### src/dcps_pkg.sv
// Package for the discrete command port sequencer.
// Holds the command table, codes, channel widths and controller/datapath structs.
// No dependencies.
package dcps_pkg;

  localparam int NUM_PORTS_DEF    = 5;
  localparam int NUM_COMMANDS_DEF = 40;
  localparam int TABLE_SIZE       = 40;

  localparam int IN_TDATA_W   = 16;
  localparam int OUT_TDATA_W  = 16;
  localparam int OUT_TUSER_W  = 3;

  localparam logic [2:0] STROBE_PORT = 3'd1;
  localparam logic [7:0] STROBE_BIT  = 8'h20;

  typedef enum logic [1:0] {
    K_INV    = 2'd0,
    K_SET    = 2'd1,
    K_STRB   = 2'd2,
    K_UNSTRB = 2'd3
  } kind_e;

  typedef enum logic [1:0] {
    ST_OK      = 2'd0,
    ST_RANGE   = 2'd1,
    ST_INVALID = 2'd2
  } status_e;

  // one port write per step; a strobe command walks all four
  typedef enum logic [1:0] {
    STEP_MERGE   = 2'd0,
    STEP_STRB_HI = 2'd1,
    STEP_STRB_LO = 2'd2,
    STEP_CLEAR   = 2'd3
  } step_e;

  typedef enum logic {
    S_IDLE = 1'b0,
    S_RUN  = 1'b1
  } state_e;

  typedef struct packed {
    kind_e      kind;
    logic [2:0] port;
    logic [7:0] mask;
    logic [7:0] val;
  } entry_t;

  typedef struct packed {
    logic  load;   // capture the accepted request
    logic  fire;   // issue the result of the current step
    step_e step;
  } ctrl_cmd_t;

  typedef struct packed {
    logic out_free;  // output register can take a result this cycle
    logic last;      // current step gives the final result of the request
  } dp_sts_t;

  typedef struct packed {
    logic       is_write;
    logic [2:0] port_number;
    logic [7:0] port_byte;
    logic       hold_after;
    status_e    status;
    logic       last;
  } result_t;

  localparam entry_t CMD_TABLE [TABLE_SIZE] = '{
    '{K_STRB, 3'd0, 8'h01, 8'h01}, '{K_STRB, 3'd0, 8'h02, 8'h02},
    '{K_STRB, 3'd0, 8'h04, 8'h04}, '{K_STRB, 3'd0, 8'h08, 8'h08},
    '{K_STRB, 3'd0, 8'h10, 8'h10}, '{K_STRB, 3'd0, 8'h20, 8'h20},
    '{K_STRB, 3'd0, 8'h40, 8'h40}, '{K_SET,  3'd0, 8'h80, 8'h80},
    '{K_SET,  3'd1, 8'h01, 8'h01}, '{K_SET,  3'd1, 8'h02, 8'h02},
    '{K_STRB, 3'd1, 8'h04, 8'h04}, '{K_STRB, 3'd1, 8'h08, 8'h08},
    '{K_STRB, 3'd1, 8'h10, 8'h10}, '{K_INV,  3'd1, 8'h20, 8'h20},
    '{K_SET,  3'd1, 8'h40, 8'h40}, '{K_SET,  3'd1, 8'h80, 8'h80},
    '{K_SET,  3'd2, 8'h01, 8'h01}, '{K_SET,  3'd2, 8'h02, 8'h02},
    '{K_SET,  3'd2, 8'h04, 8'h04}, '{K_SET,  3'd2, 8'h08, 8'h08},
    '{K_SET,  3'd2, 8'h10, 8'h10}, '{K_INV,  3'd2, 8'h20, 8'h20},
    '{K_INV,  3'd2, 8'h40, 8'h40}, '{K_SET,  3'd2, 8'h80, 8'h80},
    '{K_INV,  3'd3, 8'h01, 8'h01}, '{K_INV,  3'd3, 8'h02, 8'h02},
    '{K_INV,  3'd3, 8'h04, 8'h04}, '{K_INV,  3'd3, 8'h08, 8'h08},
    '{K_INV,  3'd3, 8'h10, 8'h10}, '{K_INV,  3'd3, 8'h20, 8'h20},
    '{K_INV,  3'd3, 8'h40, 8'h40}, '{K_INV,  3'd3, 8'h80, 8'h80},
    '{K_SET,  3'd4, 8'h01, 8'h01}, '{K_SET,  3'd4, 8'h02, 8'h02},
    '{K_SET,  3'd4, 8'h04, 8'h04}, '{K_SET,  3'd4, 8'h08, 8'h08},
    '{K_SET,  3'd4, 8'h10, 8'h10}, '{K_SET,  3'd4, 8'h20, 8'h20},
    '{K_SET,  3'd4, 8'h40, 8'h40}, '{K_SET,  3'd4, 8'h80, 8'h80}
  };

  // indexes beyond the table are screened out before the entry is used
  function automatic entry_t lookup(input logic [5:0] idx);
    entry_t e;
    e = CMD_TABLE[0];
    for (int i = 0; i < TABLE_SIZE; i++) begin
      if (idx == 6'(i)) begin
        e = CMD_TABLE[i];
      end
    end
    return e;
  endfunction

endpackage

### src/dcps_ctrl.sv
// Controller for the discrete command port sequencer.
// Accepts one request, then steps the datapath through its port writes.
// Depends on dcps_pkg.
module dcps_ctrl (
  input  logic                clk_i,
  input  logic                rst_ni,
  input  logic                s_axis_tvalid,
  output logic                s_axis_tready,
  input  dcps_pkg::dp_sts_t   sts_i,
  output dcps_pkg::ctrl_cmd_t cmd_o
);
  import dcps_pkg::*;

  state_e state_q, state_d;
  step_e  step_q, step_d;

  always_ff @(posedge clk_i or negedge rst_ni) begin
    if (!rst_ni) begin
      state_q <= S_IDLE;
      step_q  <= STEP_MERGE;
    end else begin
      state_q <= state_d;
      step_q  <= step_d;
    end
  end

  always_comb begin
    state_d       = state_q;
    step_d        = step_q;
    s_axis_tready = 1'b0;
    cmd_o         = '{load: 1'b0, fire: 1'b0, step: step_q};
    unique case (state_q)
      S_IDLE: begin
        s_axis_tready = 1'b1;
        if (s_axis_tvalid) begin
          cmd_o.load = 1'b1;
          step_d     = STEP_MERGE;
          state_d    = S_RUN;
        end
      end
      S_RUN: begin
        if (sts_i.out_free) begin
          cmd_o.fire = 1'b1;
          if (sts_i.last) begin
            state_d = S_IDLE;
          end else begin
            step_d = step_e'(2'(step_q + 2'd1));
          end
        end
      end
      default: begin
        state_d = S_IDLE;
      end
    endcase
  end

endmodule

### src/dcps_dp.sv
// Datapath for the discrete command port sequencer.
// Request registers, table decode, port shadow registers, merge logic, output register.
// Depends on dcps_pkg.
module dcps_dp #(
  parameter int NumPorts    = dcps_pkg::NUM_PORTS_DEF,
  parameter int NumCommands = dcps_pkg::NUM_COMMANDS_DEF
) (
  input  logic                clk_i,
  input  logic                rst_ni,
  input  logic                command_i,
  input  logic [5:0]          target_index_i,
  input  logic [7:0]          data_value_i,
  input  dcps_pkg::ctrl_cmd_t cmd_i,
  output dcps_pkg::dp_sts_t   sts_o,
  output logic                out_valid_o,
  input  logic                out_ready_i,
  output dcps_pkg::result_t   res_o
);
  import dcps_pkg::*;

  localparam logic [6:0] PortsLim = 7'(NumPorts);
  localparam logic [6:0] CmdsLim  = 7'(NumCommands);
  localparam logic [6:0] TblLim   = 7'(TABLE_SIZE);
  localparam logic [3:0] PortsLim4 = 4'(NumPorts);

  logic       command_q;
  logic [5:0] index_q;
  logic [7:0] data_q;

  logic [7:0] shadow_q [NumPorts];

  entry_t     entry;
  status_e    err;
  logic [2:0] tgt_port;
  logic [7:0] rd_tgt;
  logic [7:0] rd_strb;
  logic [7:0] src;
  result_t    res;
  logic       sh_we;

  logic    out_valid_q;
  result_t res_q;

  always_ff @(posedge clk_i) begin
    if (cmd_i.load) begin
      command_q <= command_i;
      index_q   <= target_index_i;
      data_q    <= data_value_i;
    end
  end

  always_comb begin
    entry = lookup(index_q);
    if (command_q) begin
      err = ({1'b0, index_q} >= PortsLim) ? ST_RANGE : ST_OK;
    end else if ({1'b0, index_q} >= CmdsLim) begin
      err = ST_RANGE;
    end else if ({1'b0, index_q} >= TblLim) begin
      err = ST_INVALID;
    end else if ({1'b0, entry.port} >= PortsLim4 || entry.kind == K_INV) begin
      err = ST_INVALID;
    end else begin
      err = ST_OK;
    end
  end

  assign tgt_port = command_q ? index_q[2:0] : entry.port;
  assign rd_strb  = shadow_q[STROBE_PORT];
  assign src      = (entry.kind == K_SET) ? data_q : entry.val;

  always_comb begin
    rd_tgt = '0;
    for (int i = 0; i < NumPorts; i++) begin
      if (tgt_port == 3'(i)) begin
        rd_tgt = shadow_q[i];
      end
    end
  end

  always_comb begin
    res = '{is_write: 1'b1, port_number: tgt_port, port_byte: 8'h00,
            hold_after: 1'b0, status: ST_OK, last: 1'b1};
    sh_we = 1'b0;
    case (cmd_i.step)
      STEP_MERGE: begin
        sh_we = 1'b1;
        if (command_q) begin
          res.port_byte = data_q;
        end else begin
          res.port_byte = (rd_tgt & ~entry.mask) | (src & entry.mask);
          res.last      = (entry.kind != K_STRB);
        end
      end
      STEP_STRB_HI: begin
        res.port_number = STROBE_PORT;
        res.port_byte   = rd_strb | STROBE_BIT;
        res.hold_after  = 1'b1;
        res.last        = 1'b0;
      end
      STEP_STRB_LO: begin
        res.port_number = STROBE_PORT;
        res.port_byte   = rd_strb;
        res.hold_after  = 1'b1;
        res.last        = 1'b0;
      end
      STEP_CLEAR: begin
        sh_we         = 1'b1;
        res.port_byte = rd_tgt & ~entry.mask;
      end
      default: begin
        res.last = 1'b1;
      end
    endcase
    if (err != ST_OK) begin
      res   = '{is_write: 1'b0, port_number: 3'd0, port_byte: 8'h00,
                hold_after: 1'b0, status: err, last: 1'b1};
      sh_we = 1'b0;
    end
  end

  always_ff @(posedge clk_i or negedge rst_ni) begin
    if (!rst_ni) begin
      for (int i = 0; i < NumPorts; i++) begin
        shadow_q[i] <= '0;
      end
    end else if (cmd_i.fire && sh_we) begin
      for (int i = 0; i < NumPorts; i++) begin
        if (tgt_port == 3'(i)) begin
          shadow_q[i] <= res.port_byte;
        end
      end
    end
  end

  always_ff @(posedge clk_i or negedge rst_ni) begin
    if (!rst_ni) begin
      out_valid_q <= 1'b0;
    end else if (cmd_i.fire) begin
      out_valid_q <= 1'b1;
    end else if (out_ready_i) begin
      out_valid_q <= 1'b0;
    end
  end

  always_ff @(posedge clk_i) begin
    if (cmd_i.fire) begin
      res_q <= res;
    end
  end

  assign sts_o.out_free = !out_valid_q || out_ready_i;
  assign sts_o.last     = res.last;
  assign out_valid_o    = out_valid_q;
  assign res_o          = res_q;

endmodule

### src/discrete_command_port_sequencer_unit.sv
// Top level of the discrete command port sequencer.
// Instantiates dcps_ctrl and dcps_dp; depends on dcps_pkg.
//
//  channel | dir | handshake              | payload
//  --------+-----+------------------------+-------------------------------------------
//  s_axis  | in  | s_axis_tvalid/tready   | tuser: command; tdata: index, data
//  m_axis  | out | m_axis_tvalid/tready   | tuser: is_write, status; tdata: port,
//          |     |                        | byte, hold; tlast: last
//
// A request is captured first and then gives one result, or four for a strobe command:
// one port write per cycle while the output register can take it, set by the sequencer stepping
// the shadow reads and the merge path. The next request is taken while the final result
// still sits in the output register. Reset clears the NumPorts (default five) shadow registers at once.
// A low m_axis_tready with a full output register stalls the sequencer on its current step.
module discrete_command_port_sequencer_unit #(
  parameter int NumPorts    = dcps_pkg::NUM_PORTS_DEF,
  parameter int NumCommands = dcps_pkg::NUM_COMMANDS_DEF
) (
  input  logic                                 clk_i,
  input  logic                                 rst_ni,
  input  logic                                 s_axis_tvalid,
  output logic                                 s_axis_tready,
  input  logic [dcps_pkg::IN_TDATA_W-1:0]      s_axis_tdata,  // [5:0] target_index,
                                                              // [13:6] data_value
  input  logic                                 s_axis_tuser,  // [0] command
  output logic                                 m_axis_tvalid,
  input  logic                                 m_axis_tready,
  output logic [dcps_pkg::OUT_TDATA_W-1:0]     m_axis_tdata,  // [2:0] port_number,
                                                              // [10:3] port_byte,
                                                              // [11] hold_after
  output logic [dcps_pkg::OUT_TUSER_W-1:0]     m_axis_tuser,  // [0] is_write,
                                                              // [2:1] status
  output logic                                 m_axis_tlast
);
  import dcps_pkg::*;

  ctrl_cmd_t ctrl_cmd;
  dp_sts_t   dp_sts;
  result_t   res;

  dcps_ctrl u_ctrl (
    .clk_i         (clk_i),
    .rst_ni        (rst_ni),
    .s_axis_tvalid (s_axis_tvalid),
    .s_axis_tready (s_axis_tready),
    .sts_i         (dp_sts),
    .cmd_o         (ctrl_cmd)
  );

  dcps_dp #(
    .NumPorts    (NumPorts),
    .NumCommands (NumCommands)
  ) u_dp (
    .clk_i          (clk_i),
    .rst_ni         (rst_ni),
    .command_i      (s_axis_tuser),
    .target_index_i (s_axis_tdata[5:0]),
    .data_value_i   (s_axis_tdata[13:6]),
    .cmd_i          (ctrl_cmd),
    .sts_o          (dp_sts),
    .out_valid_o    (m_axis_tvalid),
    .out_ready_i    (m_axis_tready),
    .res_o          (res)
  );

  assign m_axis_tdata = {4'b0000, res.hold_after, res.port_byte, res.port_number};
  assign m_axis_tuser = {res.status, res.is_write};
  assign m_axis_tlast = res.last;

  // an error result carries nothing but its status and ends the request
  assert property (@(posedge clk_i) disable iff (!rst_ni)
    m_axis_tvalid && !m_axis_tuser[0] |-> m_axis_tlast && m_axis_tdata == '0)
    else $error("error result with payload or without tlast");

  // strobe writes with hold always go to the strobe port and never end a request
  assert property (@(posedge clk_i) disable iff (!rst_ni)
    m_axis_tvalid && m_axis_tdata[11] |-> m_axis_tdata[2:0] == STROBE_PORT && !m_axis_tlast)
    else $error("hold write off the strobe port");

  // a captured request keeps the sequencer busy in the cycle after it is taken
  assert property (@(posedge clk_i) disable iff (!rst_ni)
    s_axis_tvalid && s_axis_tready |=> !s_axis_tready)
    else $error("request taken while sequencer busy");

  // a successful result is a write, a failed one is not
  assert property (@(posedge clk_i) disable iff (!rst_ni)
    m_axis_tvalid |-> m_axis_tuser[0] == (m_axis_tuser[2:1] == ST_OK))
    else $error("is_write disagrees with status");

endmodule
### config.mk
export PLATFORM = sky130hd
export DESIGN_NAME = discrete_command_port_sequencer_unit
export DESIGN_NICKNAME = d
export VERILOG_FILES = /design/src/dcps_pkg.sv /design/src/dcps_ctrl.sv /design/src/dcps_dp.sv /design/src/discrete_command_port_sequencer_unit.sv
export SDC_FILE = /design/constraint.sdc
export NUM_CORES = 1
export LEC_CHECK = 0
export ABC_AREA = 1
export BUFFER_PORTS_ARGS = -buffer_cell sky130_fd_sc_hd__buf_2
export CAP_MARGIN = 20
export CORE_ASPECT_RATIO = 2
export CORE_UTILIZATION = 43
export DETAILED_ROUTE_END_ITERATION = 6
export GPL_ROUTABILITY_DRIVEN = 0
export PLACE_DENSITY = 0.58
export SLEW_MARGIN = 5
export SYNTH_ARGS = -nofsm -noshare
export SYNTH_HDL_FRONTEND = slang
export SYNTH_HIERARCHICAL = 1
export SYNTH_SLANG_ARGS = --single-unit
### constraint.sdc
create_clock -name clk_i -period 8.2 [get_ports clk_i]
set_input_delay 0.82 -clock clk_i [delete_from_list [all_inputs] [get_ports clk_i]]
set_output_delay 0.82 -clock clk_i [all_outputs]
set_load 0.05 [all_outputs]
### Yosys cells after proc, flatten, opt, wreduce, memory -nomap -nowiden

Cells that the tools add are included.

| operators by class | value |
|---|---|
| $add $sub $neg | 1 |
| $lt $le $gt $ge | 3 |
| eq/ne operators | 51 |
| multiplexer cells | 73 |
| bitwise operators | 5 |
| reductions and logical operators | 18 |

Operator list:

| operator | number |
|---|---|
| $mux 21 | 33 |
| $eq 6x5->1 const B | 16 |
| $mux 8 | 7 |
| $eq 6x4->1 const B | 8 |
| $eq 6x6->1 const B | 8 |
| $pmux 8 s4 | 1 |
| $eq 6x3->1 const B | 4 |
| $and 8x8->8 | 2 |
| $mux 16 | 1 |
| $mux 15 | 1 |
| $mux 1 | 14 |
| $mux 14 | 1 |
| $mux 13 | 1 |
| $eq 6x2->1 const B | 2 |
| $mux 12 | 1 |
| $mux 2 | 6 |
| $mux 11 | 1 |
| $mux 10 | 1 |
| $reduce_and 2->1 | 5 |
| $ne 2x2->1 const B | 4 |
| $not 8->8 | 1 |
| $or 8x8->8 | 1 |
| $eq 3x2->1 const B | 2 |
| $eq 6x1->1 const B | 1 |
| 21 further kinds | 29 |

| word-level totals | value |
|---|---|
| register bits after elaboration | 75 |
| input port bits | 21 |
| output and inout bits | 22 |
| word-level logic and storage cells | 169 |

### Longest topological paths before layout

| logic depth | value |
|---|---|
| depth in word-level cells | 55 |
| gate-level depth with buffers | 22 |
| gate-level depth less buffers | 21 |

### Cells and area by module

The synthesis kept the hierarchy.

Modules (own cells, without submodules):

| module | times used | cells an instance | area each (um2) | sequential area each (um2) |
|---|---|---|---|---|
| dcps_dp | 1 | 583 | 4,491.8 | 1,956.9 |
| dcps_ctrl | 1 | 24 | 166.4 | 75.1 |
| discrete_command_port_sequencer_unit | 1 | 5 | 33.8 | 0.0 |

### Least setup slack after synthesis

Ideal clock, no wire load.

| timing | value |
|---|---|
| path type | flip-flop to flip-flop |
| start | reg u_dp.index_q[3] |
| end | reg u_ctrl.step_q[1] |
| setup time | 117 ps |
| data arrival time | 2,482 ps |
| required time | 8,083 ps |
| path slack | 5,601 ps |
| cell stages (with the launch flop) | 19 |
| buffers on the path | 3 |
| clock period less this slack | 2,599 ps |
| cell sequence | edfxtp_1 -> inv_2 -> nor2_2 -> buf_4 -> nand3_1 -> o211ai_1 -> nor3_1 -> nand4_2 -> nand3b_4 -> nand2_2 -> buf_4 -> inv_1 -> o211ai_1 -> buf_4 -> inv_1 -> nand3_2 -> clkinv_1 -> nand2_1 -> nand2_1 |

RTL lines:

| what | line | text |
|---|---|---|
| start: declaration | dcps_dp.sv:27 | `logic [5:0] index_q;` |
| start signal: assignment | dcps_dp.sv:47 | `index_q <= target_index_i;` |
| end signal: assignment | dcps_ctrl.sv:23 | `step_q <= step_d;` |
| end: declaration | dcps_ctrl.sv:15 | `step_e step_q, step_d;` |

==> results.ini <==
[critical_path]
crit_path_max_fanout=17
crit_arrival_ns=3.68
r2r_cells=16
critical_path.startpoint_type=flop
cp-end-kind=flop
critPathKind=reg -> reg
cp.required_ns=8.29

[clocking]
cts-root-buf=clkbuf_16
cts.sink_count=75
cts_tree=done
worstSkewPairLatency_ns=0.34
cts_buffers=9
cts_hold_buffers=0
cts_resized=0
h-tree-depth=3
cts_buffer_depth=2
post_cts.repair.setup_buffers=0
clkTransAtPathRegs_ns=0.06

[die]
io_pins=43
fp.dieArea_sq_mm=0.01136
start_util_pct=44.50
die_w_um=75.87
die_h_um=149.7
rows=53
core_sq_mm=0.01054

[finish]
insertedDiodeCount=0
area_growth_pct=12.45
finalNetCount=670
layout-drive-gt1-share_pct=16.18
n_fill_cell=1050

[run]
drv_cap=0

[drt]
drtIter0Drc=244
dr.pass1.iters=5
viasPerCell=5.319
drt-total-wl_um=13310
routedWlPerCell_um=16.94
drc=0
antenna_left=0
vias=4181

[grt]
grt_pass1_vias=4021
grtUsageTotal_pct=25.70
overflow=0
grt_pass1_wl_um=20890
grt_max_degree=45
antenna_found_initial=0

[timing]
fin_crit_sh_pct=43.82
finalSetupTns_ns=0
finalCriticalPeriod_ns=3.593
holdWs_ns=0.3716
rsz0062_at_grt=no
setup_viol=0
drv_slew=0
fin_skew_ns=0.007952
slew_headroom_pct=41.12
tightest_slew_ns=0.8799
max_freq_mhz=278.3
hold_viol=0

[yosys]
async_flop_share_pct=58.67
yosysTopAreaCellShare_pct=23.47
yosys_register_bits=75
ys.flop_type=dfrtp_1
yosys-top-cells-count=211 x nand2_1, 73 x nand3_1, 66 x inv_1, 44 x dfrtp_1, 35 x nor2_1
synth_most_common_cell=nand2_1
synth_cell_type_count=41
ys_seq_area_share_pct=43.31
synth_edf_count=31
synth_warnings=6
synthCells=612
yosysTopAreaCell=dfrtp_1
yosys-top-cells-area=dfrtp_1 23%, edfxtp_1 20%, nand2_1 17%, nand3_1 7.8%, inv_1 5.3%
syn_avg_cell_area_sq_um=7.667
syn_area_sq_mm=0.004692

[min_path]
worstHoldPathType=in -> async

[status]
status=completed

[power_and_ir_drop]
p_leak_nw=2.616
vdd_drop_max_v=0.0001484
powerDensity_mw_per_mm2=336.4

[placed_design]
io_buffers=36
dp_hpwl_um=9976

power by group:
group / internal (mW) / leakage [nW] / switching, mW
Clock: 0.262 / 0.157 / 0.158
Combinational: 0.182 / 1.56 / 0.580
Sequential: 0.523 / 0.896 / 0.0690
Total: 0.967 / 2.62 / 0.807
worst max-delay path, cell delays in order (launching register included):
cell and delay (ns):
edfxtp_1 0.57, inv_1 0.22, nand2_1 0.22, nor2_2 0.07, nand2_1 0.09, nand2_1 0.09
nor2_2 0.15, nand4_1 0.09, nand2_1 0.48, nand3b_4 0.34, o21bai_1 0.23, inv_1 0.07
nand2_1 0.07, nand2_1 0.04, nand2_1 0.05, nand2_1 0.24, and2_1 0.31
cell families after synthesis:
logic type	Yosys count	synth area share, %
simple gates	369	36.32
other cells	1	0.07992
compound gates	64	10.11
buf+inv	98	8.853
flops	75	43.31
fa+ha+maj	5	1.333
cells in the final DEF (no fill, tap or decap), drive strengths merged, types with 2 or more instances in the layout:
cell      n
a21oi    30
and2      8
buf      37
clkbuf   11
clkinv    5
conb      4
dfrtp    44
edfxtp   31
ha        5
inv      77
nand2   220
nand3    77
nand3b    2
nand4     6
nor2     48
nor3      6
o211ai    8
o21ai    11
o21bai    6
o221ai    4
layout make-up:
cell class	count	area, sq um	share of cell area [%]
Clock buffer	11	264.0	5.004
Clock inverter	5	56.30	1.067
Inverter	79	296.5	5.620
Multi-Input combinational cell	442	2256	42.76
Sequential cell	75	2032	38.51
Tap cell	137	171.4	3.249
Timing Repair Buffer	37	200.2	3.794
per-stage QoR:
stage | setup slack (ns) | power, mW | utilization, % | cells | cell area [sq um]
2_1_floorplan | 5.601 | 1.150 | - | 615 | 4703
3_3_place_gp | 4.728 | 1.340 | 46.81 | 769 | 4936
3_5_place_dp | 4.718 | 1.349 | 46.81 | 769 | 4936
4_1_cts | 4.697 | 1.773 | 49.85 | 785 | 5256
5_1_grt | 4.358 | 1.876 | 50.04 | 786 | 5276
6_report | 4.607 | 1.775 | 50.04 | 786 | 5276
registers in the layout, indices dropped and copies added, names as in the netlist:
| signal | cells |
|---|---|
| u_dp/index_q | 6 |
| u_dp/shadow_q | 32 |
| u_dp/data_q | 8 |
| u_dp/out_valid_o | 1 |
| u_dp/res_o | 16 |
| u_dp/command_q | 1 |
| u_ctrl/step_q | 2 |
| u_dp/rd_strb | 8 |
| u_ctrl/state_q | 1 |
per-layer routing:
| layer | part of all wire (%) | track usage (%) |
|---|---|---|
| met5 | 0 | 0 |
| met2 | 50 | 42.26 |
| met1 | 36 | 27.34 |
| met3 | 4.6 | 4.108 |
| met4 | 9.5 | 21.94 |
final timing paths:
kind	slack (ns)	startpoint	endpoint
worst max-delay path	4.61	u_dp/index_q[0]	u_dp/res_o[10]
worst min-delay path	0.37	rst_ni	u_ctrl/step_q[1]
worst max register to register	4.61	u_dp/index_q[0]	u_dp/res_o[10]
worst min register to register	0.48	u_dp/shadow_q[0]	u_dp/shadow_q[0]
max in group asynchronous	7.33	rst_ni	u_dp/shadow_q[1]
min in group clk_i	0.48	u_dp/shadow_q[0]	u_dp/shadow_q[0]
Note: power is estimated with default switching activity, not from simulation.
